<file path="src/rtl/rfc3339_timestamp_parser_assert.svh">
`ifndef RFC3339_TIMESTAMP_PARSER_ASSERT_SVH
`define RFC3339_TIMESTAMP_PARSER_ASSERT_SVH

// same-cycle implication, disabled in reset
`define RTSP_ASSERT_NOW(lbl, clk, rstn, ante, cons, msg) \
    lbl: assert property (@(posedge clk) disable iff (!rstn) (ante) |-> (cons)) \
        else $error(msg);

// next-cycle implication, disabled in reset
`define RTSP_ASSERT_NEXT(lbl, clk, rstn, ante, cons, msg) \
    lbl: assert property (@(posedge clk) disable iff (!rstn) (ante) |=> (cons)) \
        else $error(msg);

`endif

</file>
<file path="src/rtl/rtsp_pkg.sv">
`timescale 1ns / 1ps
package rtsp_pkg;

    localparam int FRACTION_DIGITS_DEF = 9;

    typedef struct packed {
        logic [7:0] char_byte;
        logic       last_byte;
    } t_in_item;

    typedef struct packed {
        logic signed [63:0] timestamp_ns;
        logic [3:0]         error_code;
    } t_out_item;

    typedef enum logic [3:0] {
        ERR_NONE     = 4'd0,
        ERR_SHAPE    = 4'd1,
        ERR_DIGIT    = 4'd2,
        ERR_DATE     = 4'd3,
        ERR_FRAC     = 4'd4,
        ERR_TZ_FORM  = 4'd5,
        ERR_TZ_RANGE = 4'd6,
        ERR_NO_TZ    = 4'd7,
        ERR_TRAIL    = 4'd8,
        ERR_RANGE    = 4'd9
    } t_err;

    typedef struct packed {
        logic [13:0] year;
        logic [6:0]  month;
        logic [6:0]  day;
        logic [6:0]  hour;
        logic [6:0]  minute;
        logic [6:0]  second;
        logic [29:0] frac;
        logic [3:0]  frac_count;
        logic [6:0]  tz_hour;
        logic [6:0]  tz_min;
        logic        tz_neg;
    } t_fields;

    // 1 + days from 0000-03-01 to 1970-01-01 + one 400-year era of bias
    localparam logic [63:0] DAY_OFS = 64'd865566;

    function automatic logic [4:0] month_days(input logic [6:0] m, input logic leap);
        logic [4:0] d;
        unique case (m)
            7'd2:                      d = leap ? 5'd29 : 5'd28;
            7'd4, 7'd6, 7'd9, 7'd11:   d = 5'd30;
            default:                   d = 5'd31;
        endcase
        return d;
    endfunction

    // days before the month in a March-based year
    function automatic logic [8:0] doy_base(input logic [6:0] m);
        logic [8:0] d;
        unique case (m)
            7'd3:    d = 9'd0;
            7'd4:    d = 9'd31;
            7'd5:    d = 9'd61;
            7'd6:    d = 9'd92;
            7'd7:    d = 9'd122;
            7'd8:    d = 9'd153;
            7'd9:    d = 9'd184;
            7'd10:   d = 9'd214;
            7'd11:   d = 9'd245;
            7'd12:   d = 9'd275;
            7'd1:    d = 9'd306;
            default: d = 9'd337;
        endcase
        return d;
    endfunction

    function automatic logic [26:0] frac_scale(input logic [3:0] n);
        logic [26:0] s;
        unique case (n)
            4'd1:    s = 27'd100000000;
            4'd2:    s = 27'd10000000;
            4'd3:    s = 27'd1000000;
            4'd4:    s = 27'd100000;
            4'd5:    s = 27'd10000;
            4'd6:    s = 27'd1000;
            4'd7:    s = 27'd100;
            4'd8:    s = 27'd10;
            4'd9:    s = 27'd1;
            default: s = 27'd0;
        endcase
        return s;
    endfunction

endpackage

</file>
<file path="src/rtl/rtsp_mac.sv">
`timescale 1ns / 1ps
module rtsp_mac
    import rtsp_pkg::*;
(
    input  logic signed [35:0] i_a,
    input  logic [26:0]        i_b,
    output logic signed [63:0] o_p
);

    assign o_p = i_a * $signed({1'b0, i_b});

endmodule

</file>
<file path="src/rtl/rtsp_parse.sv">
`timescale 1ns / 1ps
module rtsp_parse
    import rtsp_pkg::*;
#(
    parameter int FRACTION_DIGITS = FRACTION_DIGITS_DEF
) (
    input  logic    i_clk,
    input  logic    i_rst_n,
    input  logic    i_accept,
    input  logic    i_clear,
    input  logic [7:0] i_char,
    output t_fields o_fields,
    output t_err    o_code
);

    typedef enum logic [5:0] {
        PH_PREFIX   = 6'b000001,
        PH_DECIDE   = 6'b000010,
        PH_FRACTION = 6'b000100,
        PH_ZONE     = 6'b001000,
        PH_AFTER_Z  = 6'b010000,
        PH_SINK     = 6'b100000
    } t_phase;

    localparam int FL_SHAPE   = 0;
    localparam int FL_DIGIT   = 1;
    localparam int FL_FRAC    = 2;
    localparam int FL_FORM    = 3;
    localparam int FL_TZDIGIT = 4;
    localparam int FL_NOTZ    = 5;
    localparam int FL_TRAIL   = 6;
    localparam logic [3:0] FD = 4'(FRACTION_DIGITS);

    t_phase      r_phase, n_phase;
    logic [4:0]  r_pos, n_pos;
    t_fields     r_f, n_f;
    logic [6:0]  r_flags, n_flags;
    logic [3:0]  r_ydig [4];
    logic [3:0]  n_ydig [4];

    logic        is_dig, do_dec;
    logic [3:0]  dig;
    logic [6:0]  fl;
    logic        lo_zero, leap;
    logic [4:0]  s_lo, s_hi;

    function automatic logic [6:0] acc7(input logic [6:0] x, input logic [3:0] d);
        return {x[3:0], 3'b0} + {x[5:0], 1'b0} + {3'b0, d};
    endfunction

    assign is_dig = (i_char >= 8'h30) && (i_char <= 8'h39);
    assign dig    = is_dig ? i_char[3:0] : 4'd0;

    always_comb begin
        n_phase = r_phase;
        n_pos   = r_pos;
        n_f     = r_f;
        n_flags = r_flags;
        n_ydig  = r_ydig;
        do_dec  = 1'b0;
        if (i_clear) begin
            n_phase = PH_PREFIX;
            n_pos   = '0;
            n_f     = '0;
            n_flags = '0;
            n_ydig  = '{default: 4'd0};
        end else if (i_accept) begin
            unique case (r_phase)
                PH_PREFIX: begin
                    priority if (r_pos == 5'd4 || r_pos == 5'd7) begin
                        if (i_char != 8'h2D) n_flags[FL_SHAPE] = 1'b1;
                    end else if (r_pos == 5'd10) begin
                        if (i_char != 8'h54) n_flags[FL_SHAPE] = 1'b1;
                    end else if (r_pos == 5'd13 || r_pos == 5'd16) begin
                        if (i_char != 8'h3A) n_flags[FL_SHAPE] = 1'b1;
                    end else begin
                        if (!is_dig) n_flags[FL_DIGIT] = 1'b1;
                        priority if (r_pos < 5'd4) begin
                            n_f.year = {r_f.year[10:0], 3'b0} + {r_f.year[12:0], 1'b0}
                                       + {10'd0, dig};
                            n_ydig[r_pos[1:0]] = dig;
                        end else if (r_pos < 5'd7) n_f.month = acc7(r_f.month, dig);
                        else if (r_pos < 5'd10)    n_f.day = acc7(r_f.day, dig);
                        else if (r_pos < 5'd13)    n_f.hour = acc7(r_f.hour, dig);
                        else if (r_pos < 5'd16)    n_f.minute = acc7(r_f.minute, dig);
                        else                       n_f.second = acc7(r_f.second, dig);
                    end
                    n_pos = r_pos + 5'd1;
                    if (n_pos >= 5'd19) n_phase = PH_DECIDE;
                end
                PH_DECIDE: begin
                    if (i_char == 8'h2E) begin
                        n_f.frac       = '0;
                        n_f.frac_count = '0;
                        n_phase        = PH_FRACTION;
                    end else begin
                        do_dec = 1'b1;
                    end
                end
                PH_FRACTION: begin
                    if (is_dig) begin
                        if (r_f.frac_count < FD) begin
                            n_f.frac = {r_f.frac[26:0], 3'b0} + {r_f.frac[28:0], 1'b0}
                                       + {26'd0, dig};
                            n_f.frac_count = r_f.frac_count + 4'd1;
                        end else begin
                            n_f.frac_count = FD + 4'd1;
                        end
                    end else begin
                        if (r_f.frac_count == 4'd0 || r_f.frac_count > FD)
                            n_flags[FL_FRAC] = 1'b1;
                        do_dec = 1'b1;
                    end
                end
                PH_ZONE: begin
                    if (r_pos >= 5'd5) begin
                        n_flags[FL_FORM] = 1'b1;
                        n_phase          = PH_SINK;
                    end else begin
                        if (r_pos == 5'd2) begin
                            if (i_char != 8'h3A) n_flags[FL_FORM] = 1'b1;
                        end else begin
                            if (!is_dig) n_flags[FL_TZDIGIT] = 1'b1;
                            if (r_pos < 5'd2) n_f.tz_hour = acc7(r_f.tz_hour, dig);
                            else              n_f.tz_min = acc7(r_f.tz_min, dig);
                        end
                        n_pos = r_pos + 5'd1;
                    end
                end
                PH_AFTER_Z: begin
                    n_flags[FL_TRAIL] = 1'b1;
                    n_phase           = PH_SINK;
                end
                PH_SINK: begin
                    n_phase = PH_SINK;
                end
                default: begin
                    n_phase = PH_SINK;
                end
            endcase
            if (do_dec) begin
                if (i_char == 8'h5A) begin
                    n_phase = PH_AFTER_Z;
                end else if (i_char == 8'h2B || i_char == 8'h2D) begin
                    n_f.tz_neg  = (i_char == 8'h2D);
                    n_f.tz_hour = '0;
                    n_f.tz_min  = '0;
                    n_pos       = '0;
                    n_phase     = PH_ZONE;
                end else begin
                    n_flags[FL_NOTZ] = 1'b1;
                    n_phase          = PH_SINK;
                end
            end
        end
    end

    always_ff @(posedge i_clk) begin
        if (!i_rst_n) begin
            r_phase <= PH_PREFIX;
            r_pos   <= '0;
            r_f     <= '0;
            r_flags <= '0;
            r_ydig  <= '{default: 4'd0};
        end else begin
            r_phase <= n_phase;
            r_pos   <= n_pos;
            r_f     <= n_f;
            r_flags <= n_flags;
            r_ydig  <= n_ydig;
        end
    end

    // end-of-string checks on the settled state
    always_comb begin
        fl = r_flags;
        if (r_phase == PH_PREFIX || r_phase == PH_DECIDE) begin
            fl[FL_SHAPE] = 1'b1;
        end else if (r_phase == PH_FRACTION) begin
            if (r_f.frac_count == 4'd0 || r_f.frac_count > FD) fl[FL_FRAC] = 1'b1;
            fl[FL_NOTZ] = 1'b1;
        end else if (r_phase == PH_ZONE && r_pos != 5'd5) begin
            fl[FL_FORM] = 1'b1;
        end
    end

    assign lo_zero = (r_ydig[2] == 4'd0) && (r_ydig[3] == 4'd0);
    assign s_lo    = {r_ydig[2], 1'b0} + {1'b0, r_ydig[3]};
    assign s_hi    = {r_ydig[0], 1'b0} + {1'b0, r_ydig[1]};
    assign leap    = lo_zero ? (s_hi[1:0] == 2'd0) : (s_lo[1:0] == 2'd0);

    always_comb begin
        priority if (fl[FL_SHAPE]) o_code = ERR_SHAPE;
        else if (fl[FL_DIGIT]) o_code = ERR_DIGIT;
        else if (r_f.month < 7'd1 || r_f.month > 7'd12 || r_f.day < 7'd1
                 || r_f.day > {2'b0, month_days(r_f.month, leap)}
                 || r_f.hour > 7'd23 || r_f.minute > 7'd59 || r_f.second > 7'd59)
            o_code = ERR_DATE;
        else if (fl[FL_FRAC]) o_code = ERR_FRAC;
        else if (fl[FL_FORM]) o_code = ERR_TZ_FORM;
        else if (fl[FL_TZDIGIT]) o_code = ERR_DIGIT;
        else if (r_f.tz_hour > 7'd23 || r_f.tz_min > 7'd59) o_code = ERR_TZ_RANGE;
        else if (fl[FL_NOTZ]) o_code = ERR_NO_TZ;
        else if (fl[FL_TRAIL]) o_code = ERR_TRAIL;
        else o_code = ERR_NONE;
    end

    assign o_fields = r_f;

endmodule

</file>
<file path="src/rtl/rtsp_conv.sv">
`timescale 1ns / 1ps
module rtsp_conv
    import rtsp_pkg::*;
(
    input  logic      i_clk,
    input  logic      i_rst_n,
    input  logic      i_start,
    input  logic      i_hold,
    input  t_fields   i_fields,
    input  t_err      i_code,
    output logic      o_done,
    output t_out_item o_result
);

    typedef enum logic [11:0] {
        ST_IDLE   = 12'b000000000001,
        ST_CHECK  = 12'b000000000010,
        ST_DIV100 = 12'b000000000100,
        ST_DIV400 = 12'b000000001000,
        ST_DAYS   = 12'b000000010000,
        ST_SDAY   = 12'b000000100000,
        ST_SHR    = 12'b000001000000,
        ST_SMIN   = 12'b000010000000,
        ST_STZ    = 12'b000100000000,
        ST_FRAC   = 12'b001000000000,
        ST_NS     = 12'b010000000000,
        ST_DONE   = 12'b100000000000
    } t_state;

    localparam logic signed [63:0] MIN_SEC  = -64'sd9223372037;
    localparam logic signed [63:0] MAX_SEC  = 64'sd9223372036;
    localparam logic [29:0]        MIN_FRAC = 30'd145224192;
    localparam logic [29:0]        MAX_FRAC = 30'd854775807;
    localparam logic [26:0]        RECIP25  = 27'd2622;

    t_state             r_state, n_state;
    logic signed [63:0] r_acc;
    logic [6:0]         r_q100;
    logic [4:0]         r_q400;
    logic [29:0]        r_frac;
    t_out_item          r_res;

    logic signed [35:0] mac_a;
    logic [26:0]        mac_b;
    logic signed [63:0] mac_p;
    logic [14:0]        t_year;
    logic [10:0]        tz_min_total;
    logic               range_bad;

    rtsp_mac u_mac (
        .i_a (mac_a),
        .i_b (mac_b),
        .o_p (mac_p)
    );

    assign t_year = 15'(i_fields.year) + 15'd400
                    - {14'd0, (i_fields.month <= 7'd2)};
    assign tz_min_total = 11'(i_fields.tz_hour) * 11'd60 + 11'(i_fields.tz_min);
    assign range_bad = (r_acc < MIN_SEC) || (r_acc > MAX_SEC)
                       || (r_acc == MIN_SEC && r_frac < MIN_FRAC)
                       || (r_acc == MAX_SEC && r_frac > MAX_FRAC);

    always_comb begin
        mac_a = '0;
        mac_b = '0;
        unique case (r_state)
            ST_DIV100: begin
                mac_a = 36'(t_year[14:2]);
                mac_b = RECIP25;
            end
            ST_DIV400: begin
                mac_a = 36'(t_year[14:4]);
                mac_b = RECIP25;
            end
            ST_DAYS: begin
                mac_a = 36'(t_year);
                mac_b = 27'd365;
            end
            ST_SDAY: begin
                mac_a = r_acc[35:0];
                mac_b = 27'd86400;
            end
            ST_SHR: begin
                mac_a = 36'(i_fields.hour);
                mac_b = 27'd3600;
            end
            ST_SMIN: begin
                mac_a = 36'(i_fields.minute);
                mac_b = 27'd60;
            end
            ST_STZ: begin
                mac_a = 36'(tz_min_total);
                mac_b = 27'd60;
            end
            ST_FRAC: begin
                mac_a = 36'(i_fields.frac);
                mac_b = frac_scale(i_fields.frac_count);
            end
            ST_NS: begin
                mac_a = r_acc[35:0];
                mac_b = 27'd1953125;
            end
            default: begin
                mac_a = '0;
                mac_b = '0;
            end
        endcase
    end

    always_comb begin
        n_state = r_state;
        unique case (r_state)
            ST_IDLE:   if (i_start) n_state = ST_CHECK;
            ST_CHECK:  n_state = (i_code == ERR_NONE) ? ST_DIV100 : ST_DONE;
            ST_DIV100: n_state = ST_DIV400;
            ST_DIV400: n_state = ST_DAYS;
            ST_DAYS:   n_state = ST_SDAY;
            ST_SDAY:   n_state = ST_SHR;
            ST_SHR:    n_state = ST_SMIN;
            ST_SMIN:   n_state = ST_STZ;
            ST_STZ:    n_state = ST_FRAC;
            ST_FRAC:   n_state = ST_NS;
            ST_NS:     n_state = ST_DONE;
            ST_DONE:   if (!i_hold) n_state = ST_IDLE;
            default:   n_state = ST_IDLE;
        endcase
    end

    always_ff @(posedge i_clk) begin
        if (!i_rst_n) begin
            r_state <= ST_IDLE;
        end else begin
            r_state <= n_state;
        end
    end

    always_ff @(posedge i_clk) begin
        unique case (r_state)
            ST_CHECK: begin
                r_res.timestamp_ns <= '0;
                r_res.error_code   <= i_code;
            end
            ST_DIV100: r_q100 <= mac_p[22:16];
            ST_DIV400: r_q400 <= mac_p[20:16];
            ST_DAYS: begin
                r_acc <= mac_p + 64'(t_year[14:2]) - 64'(r_q100) + 64'(r_q400)
                         + 64'(doy_base(i_fields.month)) + 64'(i_fields.day) - DAY_OFS;
            end
            ST_SDAY: r_acc <= mac_p;
            ST_SHR:  r_acc <= r_acc + mac_p;
            ST_SMIN: r_acc <= r_acc + mac_p + 64'(i_fields.second);
            ST_STZ:  r_acc <= i_fields.tz_neg ? r_acc + mac_p : r_acc - mac_p;
            ST_FRAC: r_frac <= mac_p[29:0];
            ST_NS: begin
                if (range_bad) begin
                    r_res.timestamp_ns <= '0;
                    r_res.error_code   <= ERR_RANGE;
                end else begin
                    r_res.timestamp_ns <= (mac_p <<< 9) + 64'(r_frac);
                    r_res.error_code   <= ERR_NONE;
                end
            end
            default: begin
                r_q100 <= r_q100;
            end
        endcase
    end

    assign o_done   = (r_state == ST_DONE) && !i_hold;
    assign o_result = r_res;

endmodule

</file>
<file path="src/rtl/rfc3339_timestamp_parser.sv">
`timescale 1ns / 1ps
// channel | valid      | stall       | payload
// in      | i_in_valid | o_in_stall  | i_in  (t_in_item: char_byte, last_byte)
// out     | o_out_valid| i_out_stall | o_out (t_out_item: timestamp_ns, error_code)
// Characters are taken one per cycle. After the last character the input stalls
// while one shared multiply-accumulate unit builds the result.
// A string rejected at the end-of-string check skips the arithmetic.
// Reset (synchronous, active low) clears the parse state and the sequencer.
// A stalled output holds the result; a following string's result then waits and keeps the input stalled.
module rfc3339_timestamp_parser
    import rtsp_pkg::*;
#(
    parameter int FRACTION_DIGITS = FRACTION_DIGITS_DEF
) (
    input  logic      i_clk,
    input  logic      i_rst_n,
    input  logic      i_in_valid,
    output logic      o_in_stall,
    input  t_in_item  i_in,
    output logic      o_out_valid,
    input  logic      i_out_stall,
    output t_out_item o_out
);

    `include "rfc3339_timestamp_parser_assert.svh"

    logic      r_busy;
    logic      r_out_valid;
    t_out_item r_out;

    logic      in_acc, start, done, hold;
    t_fields   fields;
    t_err      code;
    t_out_item result;

    assign in_acc = i_in_valid && !r_busy;
    assign start  = in_acc && i_in.last_byte;
    assign hold   = r_out_valid && i_out_stall;

    rtsp_parse #(
        .FRACTION_DIGITS (FRACTION_DIGITS)
    ) u_parse (
        .i_clk    (i_clk),
        .i_rst_n  (i_rst_n),
        .i_accept (in_acc),
        .i_clear  (done),
        .i_char   (i_in.char_byte),
        .o_fields (fields),
        .o_code   (code)
    );

    rtsp_conv u_conv (
        .i_clk    (i_clk),
        .i_rst_n  (i_rst_n),
        .i_start  (start),
        .i_hold   (hold),
        .i_fields (fields),
        .i_code   (code),
        .o_done   (done),
        .o_result (result)
    );

    always_ff @(posedge i_clk) begin
        if (!i_rst_n) begin
            r_busy      <= 1'b0;
            r_out_valid <= 1'b0;
        end else begin
            if (start) r_busy <= 1'b1;
            else if (done) r_busy <= 1'b0;
            if (done) r_out_valid <= 1'b1;
            else if (!i_out_stall) r_out_valid <= 1'b0;
        end
    end

    always_ff @(posedge i_clk) begin
        if (done) r_out <= result;
    end

    assign o_in_stall  = r_busy;
    assign o_out_valid = r_out_valid;
    assign o_out       = r_out;

    `RTSP_ASSERT_NEXT(a_last_stalls, i_clk, i_rst_n, start, r_busy, "last item did not stall input")
    `RTSP_ASSERT_NOW(a_done_busy, i_clk, i_rst_n, done, r_busy, "result without a string")
    `RTSP_ASSERT_NOW(a_err_zero, i_clk, i_rst_n, r_out_valid && r_out.error_code != ERR_NONE, r_out.timestamp_ns == 64'sd0, "error result carries nonzero time")
    `RTSP_ASSERT_NOW(a_done_room, i_clk, i_rst_n, done, !hold, "result overwrote a held item")

endmodule
</file>
<file path="config.mk">
export PLATFORM = sky130hd
export DESIGN_NAME = rfc3339_timestamp_parser
export DESIGN_NICKNAME = d
export VERILOG_FILES = /design/src/rtl/rtsp_pkg.sv /design/src/rtl/rtsp_mac.sv /design/src/rtl/rtsp_parse.sv /design/src/rtl/rtsp_conv.sv /design/src/rtl/rfc3339_timestamp_parser.sv
export VERILOG_INCLUDE_DIRS = /design/src /design/src/rtl
export SDC_FILE = /design/constraint.sdc
export NUM_CORES = 2
export LEC_CHECK = 0
export BUFFER_PORTS_ARGS = -buffer_cell sky130_fd_sc_hd__buf_2
export CAP_MARGIN = 5
export CELL_PAD_IN_SITES_DETAIL_PLACEMENT = 0
export CELL_PAD_IN_SITES_GLOBAL_PLACEMENT = 1
export CORE_MARGIN = 2
export CORE_UTILIZATION = 52
export DETAILED_ROUTE_END_ITERATION = 6
export GPL_ROUTABILITY_DRIVEN = 1
export PLACE_DENSITY_LB_ADDON = 0.1
export SLEW_MARGIN = 20
export SYNTH_ARGS = -nofsm -noshare
export SYNTH_HDL_FRONTEND = slang
export SYNTH_SLANG_ARGS = --single-unit
</file>
<file path="constraint.sdc">
create_clock -name i_clk -period 17.55 [get_ports i_clk]
set_input_delay 0.8775 -clock i_clk [delete_from_list [all_inputs] [get_ports i_clk]]
set_output_delay 0.8775 -clock i_clk [all_outputs]
set_load 0.01 [all_outputs]
</file>
==> run metrics <==
clk root buf clkbuf_16; Yosys cell types between 100 and 150; actual slew at the worst max-slew pin between 1000 and 1500 ps; Yosys reg bits between 400 and 500; CTS tree yes; H-tree lvl count 2; Resize count post-CTS 0; synth-to-layout area growth 6.572%; Async SR Flop Fraction 0%; multi-input logic area around 56,000 sq um; gpl congestion slightly below 1; final WL 260,200 microns; Crit. End Element flop; Cells after Synth 8,366; # Post-CTS Setup Buffers 0; Core Util, Final approximately 56%; Row Count 137; number of CTS-inserted buffers between 40 and 50; Worst-path clk slew roughly 70 ps; Slowest-stage cell, CP nor4_1; RSZ-0062 raised after global routing false; Tcrit/Tclk final about 90%; Critical Path RT approximately 18,000 ps; max frequency 61.47 MHz; largest net degree at the start of global routing between 100 and 150; critical path class flop to flop; Seq. cell area approximately 11,000 sq um; Hold-fix buffers, CTS 0; Final setup viols 0; I/O pin total 83; Routed WL per cell roughly 25 microns; CP Buf/Inv Count 9; Most used DFF post-synth edfxtp_1; yosys warns 0; Net count, final 10,260; clk_skew 35.82 ps; port buffer count between 80 and 90; Pre-Repair DR Iteration Count 6; critical path arrival ~17,000 ps; die area between 100,000 and 150,000 sq um; Max-cap violations 0; first-pass GRT wire length 395,500 microns; min Tclk post-route 16,270 ps; EDFF count, synth approximately 240; Final HPWL DP between 200,000 and 250,000 microns; Final Slew Violations 0; Bufs on Longest Clock Path 3; max_slew headroom about a fifth; DR iter-0 viols 5,627; Worst-Skew Late Latency between 600 and 700 ps; grt ovf 0; CP max FO 20; vias in the first global route ~63,000; Synth Cell Area around 73,000 sq um; antenna violations before repair 6; Routed Antenna Nets 0; Setup crit start kind flop; DRC 0; total number of vias 61,700; TNS Setup 0 ps; Die X ~380 microns; family with the most delay on the worst path compound AO/OA/AOI/OAI gates; syn_area_per_cell roughly 8.8 sq um; layout cells sized above 1 5.322%; Crit path largest cell delay 640 ps; status finished clean; Initial Util a little over half; Hold Vio Cnt, Final 0; Filler cells between 10,000 and 15,000; Hold/Removal Path Class flop to flop; die height 379.7 microns; clock sinks 412; register area share after synthesis around 15%; Global Route Usage Sum a little over a third; DR vias/cell 5.971; Core ar. around 140,000 sq um; cell mode on critical path inv_1
[routing by layer]
layer  vias to the layer above  GRT usage [%]  part of all wire [%]
li1                      27480              -                     -
met1                     31050          48.39                    41
met2                      2608          58.44                    46
met3                       550          5.126                   7.6
met4                         2          14.70                   5.1
met5                         -              0                0.0058
[worst register-to-register path: cells and delay by family (launching register included)]
| kind | cells | cell delay [ps] |
|---|---|---|
| buffers and inverters | 9 | 1030 |
| and+or+nand+nor | 9 | 3220 |
| DFF | 1 | 330 |
| adders and majority gates | 11 | 4760 |
| muxes | 1 | 100 |
| xor gates and xnor gates | 2 | 310 |
| AOI/OAI and AO/OA | 24 | 6240 |
[placed cells by master, fill, tap and decap left out, types with 22 or more instances in the layout]
cell       Yosys  final
a22oi_1       80     80
a21oi_1      455    451
o22ai_1       45     45
a21o_1       164    164
a222oi_1      22     22
nor3_1        97     96
nand2b_1      71     71
edfxtp_1     242    242
nor2b_1       52     51
o221ai_1      27     27
mux2i_1       43     43
a31oi_1       62     62
nand2_1      764    760
nor2_1       766    762
or3_1         30     27
nand4_1       74     74
o21bai_1      74     74
o21a_1        48     48
nand3_1      122    121
buf_4          4    152
clkbuf_16      0     49
a221o_1       27     27
fa_1        1079   1079
o21ai_1       26     26
o31ai_1       38     38
and2_1        31     30
o211ai_1      40     40
buf_2         23     82
xnor2_1      276    274
nor4_1        49     47
a221oi_1      42     39
o21ai_0      215    213
dfxtp_1      170    170
xor2_1        75     75
inv_1       1571   1570
conb_1         2     77
ha_1         754    754
and3_1        46     46
a211oi_1      46     44
[area by class of cell]
cell class / count / area share (%)
Antenna cell: 1 / 0.003199
Clock buffer: 64 / 1.678
Clock inverter: 27 / 0.3647
Inverter: 1575 / 7.560
Multi-Input combinational cell: 6142 / 71.74
Sequential cell: 412 / 13.64
Tap cell: 1876 / 3.001
Timing Repair Buffer: 235 / 2.009
[logic make-up after synthesis]
kind of cell	synth area share (%)
simple gates	13.60
mux	0.6376
other cells	0.01023
fa+ha+maj	42.29
xor+xnor	4.296
flops	14.54
compound gates	14.90
buf+inv	9.724
[sequential cells by signal, indices dropped and copies added (netlist names), named ones only]
signal / count
o_out: 68
u_parse.o_fields: 98
u_parse.r_pos: 5
u_parse.r_flags: 7
u_conv.o_result: 68
u_conv.r_q100: 7
u_conv.r_q400: 5
o_in_stall: 1
u_parse.r_phase: 6
u_conv.r_state: 12
u_conv.r_acc: 64
o_out_valid: 1
u_conv.r_frac: 30
u_parse.r_ydig: 11
[Yosys cell counts (all sizes together) (20+ instances only)]
cell type	instances	area share, %
fa	1079	29
xnor2	278	3.3
o21a	49	0.50
clkbuf	249	1.3
a222oi	22	0.30
a221o	27	0.37
or3	31	0.27
o31ai	43	0.49
and2	31	0.26
nand2b	71	0.61
o21bai	75	0.77
a22o	20	0.24
xor2	75	0.90
dfxtp	170	4.6
nand2	765	3.9
a31oi	62	0.53
nor2b	52	0.44
o211ai	42	0.44
o21ai	246	1.7
nand4	74	0.63
mux2i	43	0.59
a221oi	49	0.66
edfxtp	242	9.9
nand3	122	0.83
a211oi	50	0.54
and3	46	0.39
nor3	98	0.68
a21o	164	1.7
o22ai	45	0.38
o221ai	28	0.34
nor4	53	0.49
buf	63	0.39
a21oi	462	3.2
nor2	768	3.9
inv	1575	8.1
ha	754	13
a22oi	81	0.84
[through the flow]
step	std cells	instance area [sq um]	setup slack, ps	hold slack [ps]
finish	10330	78220	1282	411.0
floorplan	8441	73680	4387	400.3
global route	10330	78220	896.0	426.6
detailed placement	10240	76610	1500	404.5
CTS	10330	78210	1435	409.9
global placement	10240	76610	1524	404.2
[path summary, 6_finish.rpt]
| path | start | end | slack, ps | cells past startpoint |
|---|---|---|---|---|
| worst min-delay path | u_conv.o_result[57] | o_out[57] | 410 | 0 |
| worst max-delay path | u_parse.o_fields[81] | u_conv.r_acc[63] | 1280 | 56 |
| worst min register to register | u_conv.o_result[57] | o_out[57] | 410 | 0 |
| worst max register to register | u_parse.o_fields[81] | u_conv.r_acc[63] | 1280 | 56 |
Power is not shown: default switching activity piles up to over one toggle a cycle in this logic, so the estimate is an artifact.
